<file path="src/sv/mvp_pkg.sv">
// shared widths, fixed-point constants and types of the mvp matrix builder
package mvp_pkg;

   localparam int ANGLE_W     = 19;
   localparam int IDX_W       = 4;
   localparam int VALUE_W     = 32;
   localparam int REG_W       = 13;
   localparam int CSR_INDEX_W = 1;
   localparam int FRAC_BITS_DEFAULT = 16;

   localparam logic [CSR_INDEX_W-1:0] CSR_WIDTH  = 1'd0;
   localparam logic [CSR_INDEX_W-1:0] CSR_HEIGHT = 1'd1;

   localparam logic [REG_W-1:0] WIDTH_RESET  = 13'd800;
   localparam logic [REG_W-1:0] HEIGHT_RESET = 13'd600;

   // q30 fixed point
   localparam int Q_BITS      = 30;
   localparam int ANGLE_SHIFT = 14;
   localparam int X_W         = ANGLE_W + ANGLE_SHIFT;  // 33
   localparam int R_W         = 30;                      // reduced angle, at most pi/4
   localparam int MAG_W       = 31;                      // sin/cos magnitude, at most 1.0
   localparam int G_W         = 45;                      // focal*height/width
   localparam int AHI_W       = G_W - Q_BITS;

   localparam logic [X_W-1:0]   TWO_PI_Q30     = 33'd6746518852;
   localparam logic [X_W-1:0]   HALF_PI_Q30    = 33'd1686629713;
   localparam logic [X_W-1:0]   QUARTER_PI_Q30 = 33'd843314857;
   localparam logic [MAG_W-1:0] ONE_Q30        = 31'd1073741824;
   localparam logic [31:0]      FOCAL_Q30      = 32'd2592242074;
   localparam logic [31:0]      DEPTH_A_Q30    =
      32'(((64'd1001 << 30) + 64'd499) / 64'd999);
   localparam logic [31:0]      DEPTH_T_Q30    =
      32'(((64'd2803 << 30) + 64'd499) / 64'd999);
   localparam logic [31:0]      THREE_Q30      = 32'd3221225472;

   localparam int QUEUE_DEPTH = 4;

   // matrix positions, column-major
   localparam logic [IDX_W-1:0] EL_G_COS = 4'd0;
   localparam logic [IDX_W-1:0] EL_A_SIN = 4'd2;
   localparam logic [IDX_W-1:0] EL_SIN   = 4'd3;
   localparam logic [IDX_W-1:0] EL_FOCAL = 4'd5;
   localparam logic [IDX_W-1:0] EL_G_SIN = 4'd8;
   localparam logic [IDX_W-1:0] EL_A_COS = 4'd10;
   localparam logic [IDX_W-1:0] EL_COS   = 4'd11;
   localparam logic [IDX_W-1:0] EL_DEPTH = 4'd14;
   localparam logic [IDX_W-1:0] EL_LAST  = 4'd15;

   typedef struct packed {
      logic [R_W-1:0] r;
      logic [1:0]     quad;
      logic           swap;
   } trig_item_type;

   typedef struct packed {
      logic [MAG_W-1:0] s_mag;
      logic [MAG_W-1:0] c_mag;
      logic             s_neg;
      logic             s_pos;
      logic             c_neg;
      logic             c_pos;
   } sincos_type;

endpackage

</file>
<file path="src/sv/mvp_req_if.sv">
// angle channel interface
interface mvp_req_if;
   import mvp_pkg::*;

   logic               valid;
   logic               ready;
   logic [ANGLE_W-1:0] rotation_angle;

   modport source (output valid, output rotation_angle, input ready);
   modport sink   (input valid, input rotation_angle, output ready);
endinterface

</file>
<file path="src/sv/mvp_front.sv">
// front end: angle intake, 2*pi wrap, quadrant and octant fold
module mvp_front (
   input  logic                  clock,
   input  logic                  reset,
   mvp_req_if.sink               req,
   output logic                  push_valid,
   output mvp_pkg::trig_item_type push_item,
   input  logic                  push_ready
);
   import mvp_pkg::*;

   logic           st_valid_ff;
   logic [X_W-1:0] st_x_ff;
   logic [X_W-1:0] x_wide;
   logic [X_W-1:0] x_wrap;
   logic           accept;
   logic           ge1, ge2, ge3;
   logic [X_W-1:0] base;
   logic [X_W-1:0] rem;

   assign req.ready = !st_valid_ff || push_ready;
   assign accept    = req.valid && req.ready;

   assign x_wide = {req.rotation_angle, {ANGLE_SHIFT{1'b0}}};
   assign x_wrap = (x_wide >= TWO_PI_Q30) ? x_wide - TWO_PI_Q30 : x_wide;

   always_ff @(posedge clock) begin
      if (reset) begin
         st_valid_ff <= 1'b0;
      end else if (accept) begin
         st_valid_ff <= 1'b1;
      end else if (push_ready) begin
         st_valid_ff <= 1'b0;
      end
      if (accept) begin
         st_x_ff <= x_wrap;
      end
   end

   // quadrant by parallel compares against multiples of pi/2
   assign ge1 = st_x_ff >= HALF_PI_Q30;
   assign ge2 = st_x_ff >= 33'(HALF_PI_Q30 * 2);
   assign ge3 = st_x_ff >= 33'(HALF_PI_Q30 * 3);

   always_comb begin
      priority if (ge3) begin
         push_item.quad = 2'd3;
         base = 33'(HALF_PI_Q30 * 3);
      end else if (ge2) begin
         push_item.quad = 2'd2;
         base = 33'(HALF_PI_Q30 * 2);
      end else if (ge1) begin
         push_item.quad = 2'd1;
         base = HALF_PI_Q30;
      end else begin
         push_item.quad = 2'd0;
         base = '0;
      end
      rem = st_x_ff - base;
      push_item.swap = rem > QUARTER_PI_Q30;
      push_item.r = push_item.swap ? R_W'(HALF_PI_Q30 - rem) : rem[R_W-1:0];
   end

   assign push_valid = st_valid_ff;

endmodule

</file>
<file path="src/flat_wrapper.sv">
// flat-port wrapper written by rule: the top's interface ports become plain ports
module mvp_front_flat import mvp_pkg::*;
  (clock, reset, push_valid, push_item, push_ready, req_valid, req_rotation_angle, req_ready);
  mvp_req_if req_i ();
  input  logic clock;
  input  logic reset;
  output logic push_valid;
  output mvp_pkg::trig_item_type push_item;
  input  logic push_ready;
  input wire logic [$bits(req_i.valid)-1:0] req_valid;
  input wire logic [$bits(req_i.rotation_angle)-1:0] req_rotation_angle;
  output wire logic [$bits(req_i.ready)-1:0] req_ready;
  assign req_i.valid = req_valid;
  assign req_i.rotation_angle = req_rotation_angle;
  assign req_ready = req_i.ready;
  mvp_front u_core (.clock(clock), .reset(reset), .req(req_i), .push_valid(push_valid), .push_item(push_item), .push_ready(push_ready));
endmodule
</file>
<file path="config.mk">
export PLATFORM = sky130hd
export DESIGN_NAME = mvp_front_flat
export DESIGN_NICKNAME = d
export VERILOG_FILES = /design/src/sv/mvp_pkg.sv /design/src/sv/mvp_req_if.sv /design/src/sv/mvp_front.sv /design/src/flat_wrapper.sv
export SDC_FILE = /design/constraint.sdc
export NUM_CORES = 1
export LEC_CHECK = 0
export ABC_AREA = 1
export BUFFER_PORTS_ARGS = -buffer_cell sky130_fd_sc_hd__buf_2
export CAP_MARGIN = 40
export CORE_ASPECT_RATIO = 0.8
export CORE_MARGIN = 2
export CORE_UTILIZATION = 60
export DETAILED_ROUTE_END_ITERATION = 8
export GPL_TIMING_DRIVEN = 0
export HOLD_SLACK_MARGIN = 0.15
export PLACE_DENSITY = 0.78
export SLEW_MARGIN = 20
export SYNTH_ARGS = -nofsm -noshare
export SYNTH_HDL_FRONTEND = slang
export SYNTH_SLANG_ARGS = --single-unit
export TNS_END_PERCENT = 50
</file>
<file path="constraint.sdc">
create_clock -name clock -period 5.3 [get_ports clock]
set_input_delay 0.795 -clock clock [delete_from_list [all_inputs] [get_ports clock]]
set_output_delay 0.795 -clock clock [all_outputs]
set_load 0.02 [all_outputs]
</file>
==> results.sh <==
export IMPL_grt_overflow_total=0
export IMPL_met3_usage_pct=5.78
export IMPL_rsz0062_at_grt="yes"
export IMPL_n_antenna_cell=0
export IMPL_gp_congestion=1.04
export IMPL_port_buffers=57
export IMPL_syn_avg_cell_area_um2=5.47
export IMPL_fillers=546
export IMPL_fp_coreArea_mm2=0.00784
export IMPL_die_h_um=83.9
export IMPL_grt_usage_pct=34.3
export IMPL_hold_path_class="reg2reg"
export IMPL_synth_async_sr_flop_share_pct=0
export IMPL_yosysWarnings=0
export IMPL_wirelength_um=17000
export IMPL_synth_edf_count=20
export IMPL_syn_num_nets=924
export IMPL_cp_slowest_cell="edfxtp_1"
export IMPL_tns_ns=0
export IMPL_outcome="completed"
export IMPL_grt_pass1_vias=5377
export IMPL_area_growth_pct=33.9
export IMPL_critPathMaxStageDelay_ns=0.49
export IMPL_layout_common_cells="285 x nand2_1, 97 x inv_1, 90 x nor2_1"
export IMPL_p_leak_nw=3.20
export IMPL_arrival_ns=4.43
export IMPL_ioPinCount=58
export IMPL_syn_area_mm2=0.00479
export IMPL_clkLatencyLatePin_ns=0.26
export IMPL_hold_violations=0
export IMPL_reg2reg_to="u_core.st_x_ff[19]"
export IMPL_yosysUniqueCellTypes=47
export IMPL_ff2ff_setup_slack_ns=4.05
export IMPL_cp_max_fo=7
export IMPL_antenna_left=0
export IMPL_numCtsBuffers=3
export IMPL_final_common_cell="nand2_1"
export IMPL_final_seq_area_um2=621
export IMPL_start_util_pct=61.1
export IMPL_hpwl_um=11900
export IMPL_clock_fmax_mhz=191
export IMPL_first_iter_violations=796
export IMPL_ys_seq_area_share_pct=13.0
export IMPL_end_kind="output port"
export IMPL_r2r_cells=2
export IMPL_num_vias=6304
export IMPL_syn_inst=875
export IMPL_vias_per_cell=5.73
export IMPL_rows=29
export IMPL_critical_path_most_common_cell="nand2_1"
export IMPL_route_detailed_drc=0
export IMPL_cp_required_ns=4.51
export IMPL_multi_input_area_mm2=0.00424
export IMPL_clk_path_buf_depth=2
export IMPL_max_slew_margin_pct=61.7
export IMPL_die_width_um=104
export IMPL_first_pass_iters=6
export IMPL_dieArea_mm2=0.00872
export IMPL_fin_crit_sh_pct=98.7
export IMPL_report_final_slew_viol_count=0
export IMPL_min_delay_start="u_core.push_valid"
export IMPL_drv_cap=0
export IMPL_power_density_mw_per_mm2=271
export IMPL_grt_antenna_before_repair=0
export IMPL_path_clk_slew_ns=0.07
export IMPL_critPathLaunchType="flip-flop"
export IMPL_critical_path_top_delay_family="simple AND/OR/NAND/NOR gates"
export IMPL_layout_drive_gt1_share_pct=29.0
export IMPL_grt_max_degree=15
export IMPL_finalSetupViolCount=0
export IMPL_use_met2_pct=54.9
export IMPL_path_buf_inv=6
export IMPL_power_total_mw=1.74
export IMPL_cts_max_level=1
export IMPL_r2r_start="u_core.push_valid"
export IMPL_wl_per_cell_um=15.4
export IMPL_gr_usage_met1_pct=49.5
export IMPL_grt_pass1_wl_um=25000
export IMPL_finalCoreUtilization_pct=81.8
export IMPL_cts_root_buf="clkbuf_8"
export IMPL_crit_type="reg2out"
export IMPL_clock_skew_ns=0.00391
export IMPL_irDropWorstVdd_mv=0.213
export IMPL_hold_depth=2
export IMPL_nNetsFinal=1043
export IMPL_worst_slew_pin_slew_ns=0.574
export IMPL_cts_sinks=21
export IMPL_gr_max_usage_layer="met2"
export IMPL_ys_ff_latch=21
export IMPL_synthFlopType="edfxtp_1"
export IMPL_cts_tree="done"
export IMPL_layout_min_cycle_time_ns=5.23
export IMPL_hold_end="u_core.push_valid"
-- registers in the layout, indices dropped and copies added, names as in the netlist --
signal,count
u_core.st_x_ff,20
u_core.push_valid,1
-- worst max path at each step --
stage / from / end / depth (start not counted)
6_report: u_core.st_x_ff[19] / push_item[11] / 30
5_1_grt: u_core.st_x_ff[19] / push_item[26] / 30
4_1_cts: u_core.st_x_ff[28] / push_item[23] / 33
3_5_place_dp: u_core.st_x_ff[22] / push_item[15] / 28
3_3_place_gp: u_core.st_x_ff[22] / push_item[15] / 28
2_1_floorplan: u_core.st_x_ff[22] / push_item[29] / 27
-- cells in the mapped netlist (2+ instances only) --
master    number  area, um^2
a21oi_1       31         155
edfxtp_1      20         601
o21ai_0       14        70.1
nand3b_1       5        37.5
o21ai_1        2        10.0
buf_4          3        22.5
nand4_4        2        42.5
xor2_1        21         184
and3_1         2        12.5
nor3_1        15        75.1
xor2_2         2        32.5
a211oi_1       3        22.5
nand4_1       18         113
a31oi_1        2        12.5
inv_2         10        37.5
o21a_1         2        15.0
nand2_1      317        1190
o21bai_1       2        15.0
ha_1          26         325
nor2_2         9        56.3
inv_1        105         394
nor2_4         2        22.5
nand2_2       12        75.1
nand3_1       95         475
nor2_1       119         447
buf_2          3        15.0
nand2_4        2        22.5
xnor2_1        7        61.3
nand3_2        3        30.0
buf_6          4        45.0
-- worst min-delay path: stages, from the launching register on --
cell and delay [ns]:
dfxtp_1 0.33, nand2_1 0.09, a21oi_1 0.06
-- per-layer routing --
metal	part of all wire, %	wire (um)
met4	1.8	310
met2	44	7520
met3	12	1970
met1	42	7160
met5	0	0
-- cell type report --
cell class | instances | share of cell area [%]
inverters | 116 | 7.02
flip-flops and latches | 21 | 9.68
multi-input cells | 726 | 66.1
repair inverters | 1 | 0.137
plain buffers | 12 | 1.76
well taps | 108 | 2.11
repair buffers | 113 | 12.5
clock inverters | 1 | 0.0780
clock buffers | 3 | 0.644
-- logic make-up (layout without fill, tap and decap cells) --
kind of cell / after synthesis / after routing / share of synthesized area (%)
DFF: 21 / 21 / 13.0
xor gates and xnor gates: 30 / 30 / 5.80
and+or+nand+nor: 607 / 607 / 55.9
AOI/OAI and AO/OA: 63 / 63 / 7.55
adders and majority gates: 26 / 26 / 6.79
buffers and inverters: 128 / 246 / 11.0
-- per-stage QoR --
step | cells | hold WS [ns] | cell area, um^2 | setup slack, ns
2_1_floorplan | 875 | 0.705 | 4790 | 0.666
3_3_place_gp | 1040 | 0.476 | 5210 | -0.292
3_5_place_dp | 1041 | 0.510 | 5220 | -0.383
4_1_cts | 1057 | 0.523 | 5470 | 0.0116
5_1_grt | 1101 | 0.559 | 6410 | -0.159
6_report | 1101 | 0.519 | 6410 | 0.0705
-- where the power goes --
group	leakage [nW]	internal [mW]	total, mW	switching (mW)
clock network	0.0255	0.0523	0.104	0.0514
registers	0.203	0.197	0.213	0.0154
logic	2.98	0.536	1.42	0.889
total	3.20	0.786	1.74	0.955
-- repair_timing --
item / CTS / global route
setup endpoints to repair: 30 / 30
hold buffers: 0 / 0
cloned: 0 / 3
pin swaps: 5 / 46
buffers inserted: 12 / 41
resized for setup: 22 / 162
Note: power is estimated with default switching activity, not from simulation.
