$ cat config.mk
export PLATFORM = sky130hd
export DESIGN_NAME = mvp_elem_flat
export DESIGN_NICKNAME = d
export VERILOG_FILES = /design/src/sv/mvp_pkg.sv /design/src/sv/mvp_rsp_if.sv /design/src/sv/mvp_elem.sv /design/src/flat_wrapper.sv
export SDC_FILE = /design/constraint.sdc
export NUM_CORES = 2
export LEC_CHECK = 0
export BUFFER_PORTS_ARGS = -buffer_cell sky130_fd_sc_hd__buf_2
export CORE_MARGIN = 5
export CORE_UTILIZATION = 60
export DETAILED_ROUTE_END_ITERATION = 10
export PLACE_DENSITY = 0.83
export SYNTH_ARGS = -nofsm -noshare
export SYNTH_HDL_FRONTEND = slang
export SYNTH_SLANG_ARGS = --single-unit
$ cat constraint.sdc
create_clock -name clock -period 17.82 [get_ports clock]
set_clock_uncertainty 0.05 [all_clocks]
set_input_delay 0.891 -clock clock [delete_from_list [all_inputs] [get_ports clock]]
set_output_delay 0.891 -clock clock [all_outputs]
set_load 0.01 [all_outputs]
$ cat src/sv/mvp_pkg.sv
// shared widths, fixed-point constants and types of the mvp matrix builder
package mvp_pkg;

   localparam int ANGLE_W     = 19;
   localparam int IDX_W       = 4;
   localparam int VALUE_W     = 32;
   localparam int REG_W       = 13;
   localparam int CSR_INDEX_W = 1;
   localparam int FRAC_BITS_DEFAULT = 16;

   localparam logic [CSR_INDEX_W-1:0] CSR_WIDTH  = 1'd0;
   localparam logic [CSR_INDEX_W-1:0] CSR_HEIGHT = 1'd1;

   localparam logic [REG_W-1:0] WIDTH_RESET  = 13'd800;
   localparam logic [REG_W-1:0] HEIGHT_RESET = 13'd600;

   // q30 fixed point
   localparam int Q_BITS      = 30;
   localparam int ANGLE_SHIFT = 14;
   localparam int X_W         = ANGLE_W + ANGLE_SHIFT;  // 33
   localparam int R_W         = 30;                      // reduced angle, at most pi/4
   localparam int MAG_W       = 31;                      // sin/cos magnitude, at most 1.0
   localparam int G_W         = 45;                      // focal*height/width
   localparam int AHI_W       = G_W - Q_BITS;

   localparam logic [X_W-1:0]   TWO_PI_Q30     = 33'd6746518852;
   localparam logic [X_W-1:0]   HALF_PI_Q30    = 33'd1686629713;
   localparam logic [X_W-1:0]   QUARTER_PI_Q30 = 33'd843314857;
   localparam logic [MAG_W-1:0] ONE_Q30        = 31'd1073741824;
   localparam logic [31:0]      FOCAL_Q30      = 32'd2592242074;
   localparam logic [31:0]      DEPTH_A_Q30    =
      32'(((64'd1001 << 30) + 64'd499) / 64'd999);
   localparam logic [31:0]      DEPTH_T_Q30    =
      32'(((64'd2803 << 30) + 64'd499) / 64'd999);
   localparam logic [31:0]      THREE_Q30      = 32'd3221225472;

   localparam int QUEUE_DEPTH = 4;

   // matrix positions, column-major
   localparam logic [IDX_W-1:0] EL_G_COS = 4'd0;
   localparam logic [IDX_W-1:0] EL_A_SIN = 4'd2;
   localparam logic [IDX_W-1:0] EL_SIN   = 4'd3;
   localparam logic [IDX_W-1:0] EL_FOCAL = 4'd5;
   localparam logic [IDX_W-1:0] EL_G_SIN = 4'd8;
   localparam logic [IDX_W-1:0] EL_A_COS = 4'd10;
   localparam logic [IDX_W-1:0] EL_COS   = 4'd11;
   localparam logic [IDX_W-1:0] EL_DEPTH = 4'd14;
   localparam logic [IDX_W-1:0] EL_LAST  = 4'd15;

   typedef struct packed {
      logic [R_W-1:0] r;
      logic [1:0]     quad;
      logic           swap;
   } trig_item_type;

   typedef struct packed {
      logic [MAG_W-1:0] s_mag;
      logic [MAG_W-1:0] c_mag;
      logic             s_neg;
      logic             s_pos;
      logic             c_neg;
      logic             c_pos;
   } sincos_type;

endpackage

$ cat src/sv/mvp_rsp_if.sv
// matrix element channel interface
interface mvp_rsp_if;
   import mvp_pkg::*;

   logic                      valid;
   logic                      ready;
   logic [IDX_W-1:0]          element_index;
   logic signed [VALUE_W-1:0] element_value;
   logic                      last_element;

   modport source (output valid, output element_index, output element_value,
                   output last_element, input ready);
   modport sink   (input valid, input element_index, input element_value,
                   input last_element, output ready);
endinterface

$ cat src/sv/mvp_elem.sv
// back end: aspect divider and element pipeline with registered output
module mvp_elem #(
   parameter int FRAC_BITS = mvp_pkg::FRAC_BITS_DEFAULT
) (
   input  logic                      clock,
   input  logic                      reset,
   input  logic [mvp_pkg::REG_W-1:0] surface_width,
   input  logic [mvp_pkg::REG_W-1:0] surface_height,
   input  logic                      cfg_written,
   input  logic                      sc_valid,
   input  mvp_pkg::sincos_type       sc,
   output logic                      sc_ready,
   mvp_rsp_if.source                 rsp
);
   import mvp_pkg::*;

   localparam int U_SHIFT = Q_BITS - FRAC_BITS;
   localparam int QW      = AHI_W + MAG_W + 1;
   localparam logic [QW-1:0] ROUND_HALF = QW'(1) << (U_SHIFT - 1);
   localparam int DIV_CNT_W = $clog2(G_W + 1);

   // aspect divider: g = (focal*height + width/2) / width, one bit a cycle
   logic                 div_pend_ff;
   logic                 div_busy_ff;
   logic [DIV_CNT_W-1:0] div_cnt_ff;
   logic [G_W-1:0]       div_num_ff;
   logic [REG_W-1:0]     div_rem_ff;
   logic                 g_valid_ff;
   logic [REG_W-1:0]     w_eff;
   logic [REG_W:0]       div_trial;
   logic                 div_ge;

   assign w_eff     = (surface_width == '0) ? REG_W'(1) : surface_width;
   assign div_trial = {div_rem_ff, div_num_ff[G_W-1]};
   assign div_ge    = div_trial >= {1'b0, w_eff};

   always_ff @(posedge clock) begin
      if (reset) begin
         div_pend_ff <= 1'b1;
         div_busy_ff <= 1'b0;
         g_valid_ff  <= 1'b0;
         div_cnt_ff  <= '0;
      end else if (cfg_written) begin
         div_pend_ff <= 1'b1;
         div_busy_ff <= 1'b0;
         g_valid_ff  <= 1'b0;
      end else if (div_pend_ff) begin
         div_pend_ff <= 1'b0;
         div_busy_ff <= 1'b1;
         div_cnt_ff  <= DIV_CNT_W'(G_W);
      end else if (div_busy_ff) begin
         div_cnt_ff <= div_cnt_ff - 1'b1;
         if (div_cnt_ff == DIV_CNT_W'(1)) begin
            div_busy_ff <= 1'b0;
            g_valid_ff  <= 1'b1;
         end
      end
      if (div_pend_ff) begin
         div_num_ff <= G_W'(FOCAL_Q30) * G_W'(surface_height) + G_W'(w_eff >> 1);
         div_rem_ff <= '0;
      end else if (div_busy_ff) begin
         div_rem_ff <= div_ge ? REG_W'(div_trial - {1'b0, w_eff}) : div_trial[REG_W-1:0];
         div_num_ff <= {div_num_ff[G_W-2:0], div_ge};
      end
   end

   // element sequencer
   logic             busy_ff;
   logic [IDX_W-1:0] idx_ff;
   sincos_type       sc_ff;
   logic             adv;
   logic             issue;
   logic [G_W-1:0]   a_sel;
   logic [MAG_W-1:0] b_sel;
   logic             neg_sel;

   logic                     e1_valid_ff, e2_valid_ff, e3_valid_ff, o_valid_ff;
   logic [60:0]              e1_plo_ff, e2_plo_ff;
   logic [AHI_W-1:0]         e1_ahi_ff;
   logic [MAG_W-1:0]         e1_b_ff;
   logic [AHI_W+MAG_W-1:0]   e2_phi_ff;
   logic [QW-1:0]            e3_q_ff;
   logic                     e1_neg_ff, e2_neg_ff, e3_neg_ff;
   logic [IDX_W-1:0]         e1_idx_ff, e2_idx_ff, e3_idx_ff, o_idx_ff;
   logic [VALUE_W-1:0]       o_value_ff;
   logic                     o_last_ff;
   logic [QW-1:0]            rnd;
   logic [QW-1:0]            mag;
   logic                     over;
   logic [VALUE_W-1:0]       value_in;

   assign adv      = !o_valid_ff || rsp.ready;
   assign sc_ready = !busy_ff;
   assign issue    = busy_ff && g_valid_ff && adv;

   always_comb begin
      a_sel   = '0;
      b_sel   = ONE_Q30;
      neg_sel = 1'b0;
      unique case (idx_ff)
         EL_G_COS: begin a_sel = div_num_ff; b_sel = sc_ff.c_mag; neg_sel = sc_ff.c_neg; end
         EL_A_SIN: begin a_sel = G_W'(DEPTH_A_Q30); b_sel = sc_ff.s_mag;
                         neg_sel = sc_ff.s_pos; end
         EL_SIN:   begin a_sel = G_W'(ONE_Q30); b_sel = sc_ff.s_mag; neg_sel = sc_ff.s_pos; end
         EL_FOCAL: begin a_sel = G_W'(FOCAL_Q30); end
         EL_G_SIN: begin a_sel = div_num_ff; b_sel = sc_ff.s_mag; neg_sel = sc_ff.s_pos; end
         EL_A_COS: begin a_sel = G_W'(DEPTH_A_Q30); b_sel = sc_ff.c_mag;
                         neg_sel = sc_ff.c_pos; end
         EL_COS:   begin a_sel = G_W'(ONE_Q30); b_sel = sc_ff.c_mag; neg_sel = sc_ff.c_pos; end
         EL_DEPTH: begin a_sel = G_W'(DEPTH_T_Q30); end
         EL_LAST:  begin a_sel = G_W'(THREE_Q30); end
         default:  begin a_sel = '0; end
      endcase
   end

   always_ff @(posedge clock) begin
      if (reset) begin
         busy_ff     <= 1'b0;
         idx_ff      <= '0;
         e1_valid_ff <= 1'b0;
         e2_valid_ff <= 1'b0;
         e3_valid_ff <= 1'b0;
         o_valid_ff  <= 1'b0;
      end else begin
         if (sc_valid && sc_ready) begin
            busy_ff <= 1'b1;
            idx_ff  <= '0;
         end else if (issue) begin
            idx_ff <= idx_ff + 1'b1;
            if (idx_ff == EL_LAST) begin
               busy_ff <= 1'b0;
            end
         end
         if (adv) begin
            e1_valid_ff <= issue;
            e2_valid_ff <= e1_valid_ff;
            e3_valid_ff <= e2_valid_ff;
            o_valid_ff  <= e3_valid_ff;
         end
      end
      if (sc_valid && sc_ready) begin
         sc_ff <= sc;
      end
      if (adv) begin
         e1_plo_ff  <= 61'(a_sel[Q_BITS-1:0]) * 61'(b_sel);
         e1_ahi_ff  <= a_sel[G_W-1:Q_BITS];
         e1_b_ff    <= b_sel;
         e1_neg_ff  <= neg_sel;
         e1_idx_ff  <= idx_ff;
         e2_phi_ff  <= (AHI_W+MAG_W)'(e1_ahi_ff) * (AHI_W+MAG_W)'(e1_b_ff);
         e2_plo_ff  <= e1_plo_ff;
         e2_neg_ff  <= e1_neg_ff;
         e2_idx_ff  <= e1_idx_ff;
         e3_q_ff    <= QW'(e2_phi_ff) + QW'(e2_plo_ff[60:30]);
         e3_neg_ff  <= e2_neg_ff;
         e3_idx_ff  <= e2_idx_ff;
         o_value_ff <= value_in;
         o_idx_ff   <= e3_idx_ff;
         o_last_ff  <= e3_idx_ff == EL_LAST;
      end
   end

   // round half away from zero on the magnitude, then sign and saturate
   assign rnd  = e3_q_ff + ROUND_HALF;
   assign mag  = rnd >> U_SHIFT;
   assign over = |mag[QW-1:VALUE_W-1];
   always_comb begin
      if (e3_neg_ff) begin
         value_in = over ? 32'h8000_0000 : -mag[VALUE_W-1:0];
      end else begin
         value_in = over ? 32'h7FFF_FFFF : mag[VALUE_W-1:0];
      end
   end

   assign rsp.valid         = o_valid_ff;
   assign rsp.element_index = o_idx_ff;
   assign rsp.element_value = o_value_ff;
   assign rsp.last_element  = o_last_ff;

   a_issue_needs_g: assert property (@(posedge clock) disable iff (reset)
      issue |-> (g_valid_ff && !div_busy_ff && !div_pend_ff))
      else $error("element issued before the aspect quotient was ready");

   a_last_matches: assert property (@(posedge clock) disable iff (reset)
      o_valid_ff |-> (o_last_ff == (o_idx_ff == EL_LAST)))
      else $error("last flag out of step with the element position");

   a_index_order: assert property (@(posedge clock) disable iff (reset)
      (e1_valid_ff && adv && e1_idx_ff != EL_LAST) |=> (idx_ff != '0 || !busy_ff || !e1_valid_ff
         || e1_idx_ff == $past(e1_idx_ff) + 1'b1))
      else $error("element positions issued out of order");

endmodule

$ cat src/flat_wrapper.sv
// flat-port wrapper written by rule: the top's interface ports become plain ports
module mvp_elem_flat import mvp_pkg::*;
#(
   parameter int FRAC_BITS = mvp_pkg::FRAC_BITS_DEFAULT
)
  (clock, reset, surface_width, surface_height, cfg_written, sc_valid, sc, sc_ready, rsp_valid, rsp_element_index, rsp_element_value, rsp_last_element, rsp_ready);
  mvp_rsp_if rsp_i ();
  input  logic clock;
  input  logic reset;
  input  logic [mvp_pkg::REG_W-1:0] surface_width;
  input  logic [mvp_pkg::REG_W-1:0] surface_height;
  input  logic cfg_written;
  input  logic sc_valid;
  input  mvp_pkg::sincos_type sc;
  output logic sc_ready;
  output wire logic [$bits(rsp_i.valid)-1:0] rsp_valid;
  output wire logic [$bits(rsp_i.element_index)-1:0] rsp_element_index;
  output wire logic [$bits(rsp_i.element_value)-1:0] rsp_element_value;
  output wire logic [$bits(rsp_i.last_element)-1:0] rsp_last_element;
  input wire logic [$bits(rsp_i.ready)-1:0] rsp_ready;
  assign rsp_valid = rsp_i.valid;
  assign rsp_element_index = rsp_i.element_index;
  assign rsp_element_value = rsp_i.element_value;
  assign rsp_last_element = rsp_i.last_element;
  assign rsp_i.ready = rsp_ready;
  mvp_elem #(.FRAC_BITS(FRAC_BITS)) u_core (.clock(clock), .reset(reset), .surface_width(surface_width), .surface_height(surface_height), .cfg_written(cfg_written), .sc_valid(sc_valid), .sc(sc), .sc_ready(sc_ready), .rsp(rsp_i));
endmodule
==> impl_metrics.ini <==
[worst_hold_path]
hp-class = flop to flop

[yosys]
synthArstFlopShare_pct = 0
ys_seq_area_share_pct = 16.7
synth_compound_gate_area_share_pct = 7.32
synthXorXnorAreaFrac_pct = 2.94
ys.flop_type = edfxtp_1
synth_largest_area_cell = fa_1
synth_cells = 6982
synth.avg_cell_area_um2 = 9.56
synth_cell_types = 104
synth-warning-count = 0
synth_fa_ha_area_share_pct = 49.0
syn_nets = 8922
synth_top_family_by_area = adder cells
yosys.area_share.simple_pct = 14.1
synth_top_area_share_pct = 38.6
muxShareOfSynthArea_pct = 0.572
synth_seq_cells = 381
yosys-top-cells-area = fa_1 39%, edfxtp_1 16%, ha_1 10%
synth_area_um2 = 66700
synth_edf_count = 350

[final_layout]
final_cell_mix = 1321 x inv_1, 1286 x fa_1, 797 x nand2_1
synthToLayoutAreaGrowth_pct = 4.99
final_nets = 8862
final_common_cell = inv_1
antenna_cells = 0
drive_gt1_share_pct = 5.68

[worst_setup_path]
slowest_stage = clkinv_1
end_kind = flop
setup.worst_path.start_class = flop
crit_path_frequent_cell = fa_1
crit_type = flop to flop
arrival_ns = 11.43
worstPathRequired_ns = 18.15
crit_fanout = 29
slowest_delay_ns = 0.75

[clocking]
postCtsSetupRepairBufs = 0
cts_buffers = 41
clk_latency_ns = 0.61
htree_levels = 2
cts_sinks = 381
cts_tree = yes
clockBufferDepth = 3
ctsResizeCount = 0
holdBufCountCts = 0
clk_pin_slew_worst_paths_ns = 0.07
cts-root-buf = clkbuf_16

[floorplanning]
start_util_pct = 60.4
num_rows = 122
io_pins = 136
dieHeight_um = 344
fp.dieArea_um2 = 118000
core_area_um2 = 111000
die_x_um = 344

[timing]
period_needed_ns = 11.10
worst_pin_slew_ns = 1.34
finalSetupViolations = 0
slew_viol_final = 0
hold_viol = 0
rsz0062_at_grt = no
setup_slack_ns = 6.72
clock.fmax_ghz = 0.0901
tns_ns = 0
min_period_over_period_pct = 62.3
relSlewSlack_pct = 10.4

[placed_design]
hpwlAfterDp_mm = 137
gp_congestion = 0.984
pre_cts_slack_ns = 6.98
portBuffers = 134

[global_route]
overflow = 0
grt_use_total_pct = 30.3
grt_antenna_before_repair = 3
grt_max_degree = 94
grt_first_pass_wirelength_mm = 282
grt_pass1_vias = 53414

[routing]
via_per_inst = 5.90
drtIter0Drc = 4141
wirelength_mm = 175
dr.pass1.iters = 9
drt-wirelength-per-cell_um = 20.7
drc = 0
drtAntennaViolNets = 0
vias = 49782

[status]
outcome = finished, final reports clean

[run]
maxCapViolations = 0
[path summary, 6_finish.rpt]
path / start / depth (start not counted) / slack (ns) / endpoint
worst max-delay path: u_core.idx_ff[0] / 31 / 6.72 / u_core.e1_plo_ff[54]
worst min register to register: u_core.e1_plo_ff[48] / 0 / 0.37 / u_core.e2_plo_ff[48]
worst min-delay path: u_core.e1_plo_ff[48] / 0 / 0.37 / u_core.e2_plo_ff[48]
worst max register to register: u_core.idx_ff[0] / 31 / 6.72 / u_core.e1_plo_ff[54]
[critical path, delay by kind of cell (launching register included)]
| kind | cells | cell delay, ns |
|---|---|---|
| AOI/OAI and AO/OA | 11 | 3.31 |
| adders and majority gates | 10 | 4.79 |
| xor gates and xnor gates | 1 | 0.13 |
| DFF | 1 | 0.44 |
| buffers and inverters | 7 | 1.64 |
| and+or+nand+nor | 2 | 0.46 |
[per-layer routing]
metal,wire [µm],GRT usage (%)
met1,63700,38.4
met2,79600,48.7
met3,21800,9.31
met4,9400,13.2
met5,9,0
[Yosys cell counts (35+ instances only)]
| cell | n |
|---|---|
| nor3_1 | 50 |
| nand4_1 | 35 |
| o21ai_0 | 108 |
| a22oi_1 | 39 |
| fa_1 | 1286 |
| and2_1 | 236 |
| inv_1 | 1323 |
| a21o_1 | 106 |
| clkbuf_1 | 290 |
| nand3_1 | 67 |
| nand2_1 | 797 |
| ha_1 | 557 |
| a21oi_1 | 228 |
| and3_1 | 39 |
| edfxtp_1 | 350 |
| xor2_1 | 92 |
| nor2_1 | 742 |
| xnor2_1 | 128 |
[through the flow]
stage	std cells	utilization (%)	area [µm²]	hold slack (ns)
2_1_floorplan	6982	-	66700	0.350
3_3_place_gp	8367	62.2	68800	0.352
3_5_place_dp	8367	62.2	68800	0.356
4_1_cts	8441	63.4	70100	0.360
5_1_grt	8441	63.4	70100	0.368
6_report	8441	63.4	70100	0.366
[flip-flops by register name (all words and copies together), names as in the netlist, 4 cells and up]
name / count
u_core.e3_q_ff: 34
u_core.e2_idx_ff: 4
u_core.e2_phi_ff: 46
u_core.e1_b_ff: 31
u_core.e2_plo_ff: 31
u_core.e1_plo_ff: 31
u_core.rsp.element_index: 4
u_core.e1_idx_ff: 4
u_core.div_rem_ff: 13
u_core.e3_idx_ff: 4
u_core.rsp.element_value: 32
u_core.sc_ff: 65
u_core.e1_ahi_ff: 15
u_core.div_cnt_ff: 6
u_core.div_num_ff: 45
u_core.idx_ff: 4
[final cells by class]
| class | count | area (µm²) |
|---|---|---|
| Clock buffer | 45 | 1040 |
| Timing Repair Buffer | 217 | 1290 |
| Inverter | 1338 | 5030 |
| Clock inverter | 29 | 274 |
| Multi-Input combinational cell | 4943 | 49400 |
| Tap cell | 1488 | 1860 |
| Sequential cell | 381 | 11100 |
| Fill cell | 8629 | 40400 |
[logic make-up (layout without fill, tap and decap cells)]
logic type / after synthesis / count (layout)
flops: 381 / 381
mux: 36 / 36
simple gates: 2114 / 2114
compound gates: 728 / 728
xor+xnor: 222 / 222
fa+ha+maj: 1843 / 1843
buf+inv: 1658 / 1629
Power is not shown: default switching activity piles up to over one toggle a cycle in this logic, so the estimate is an artifact.
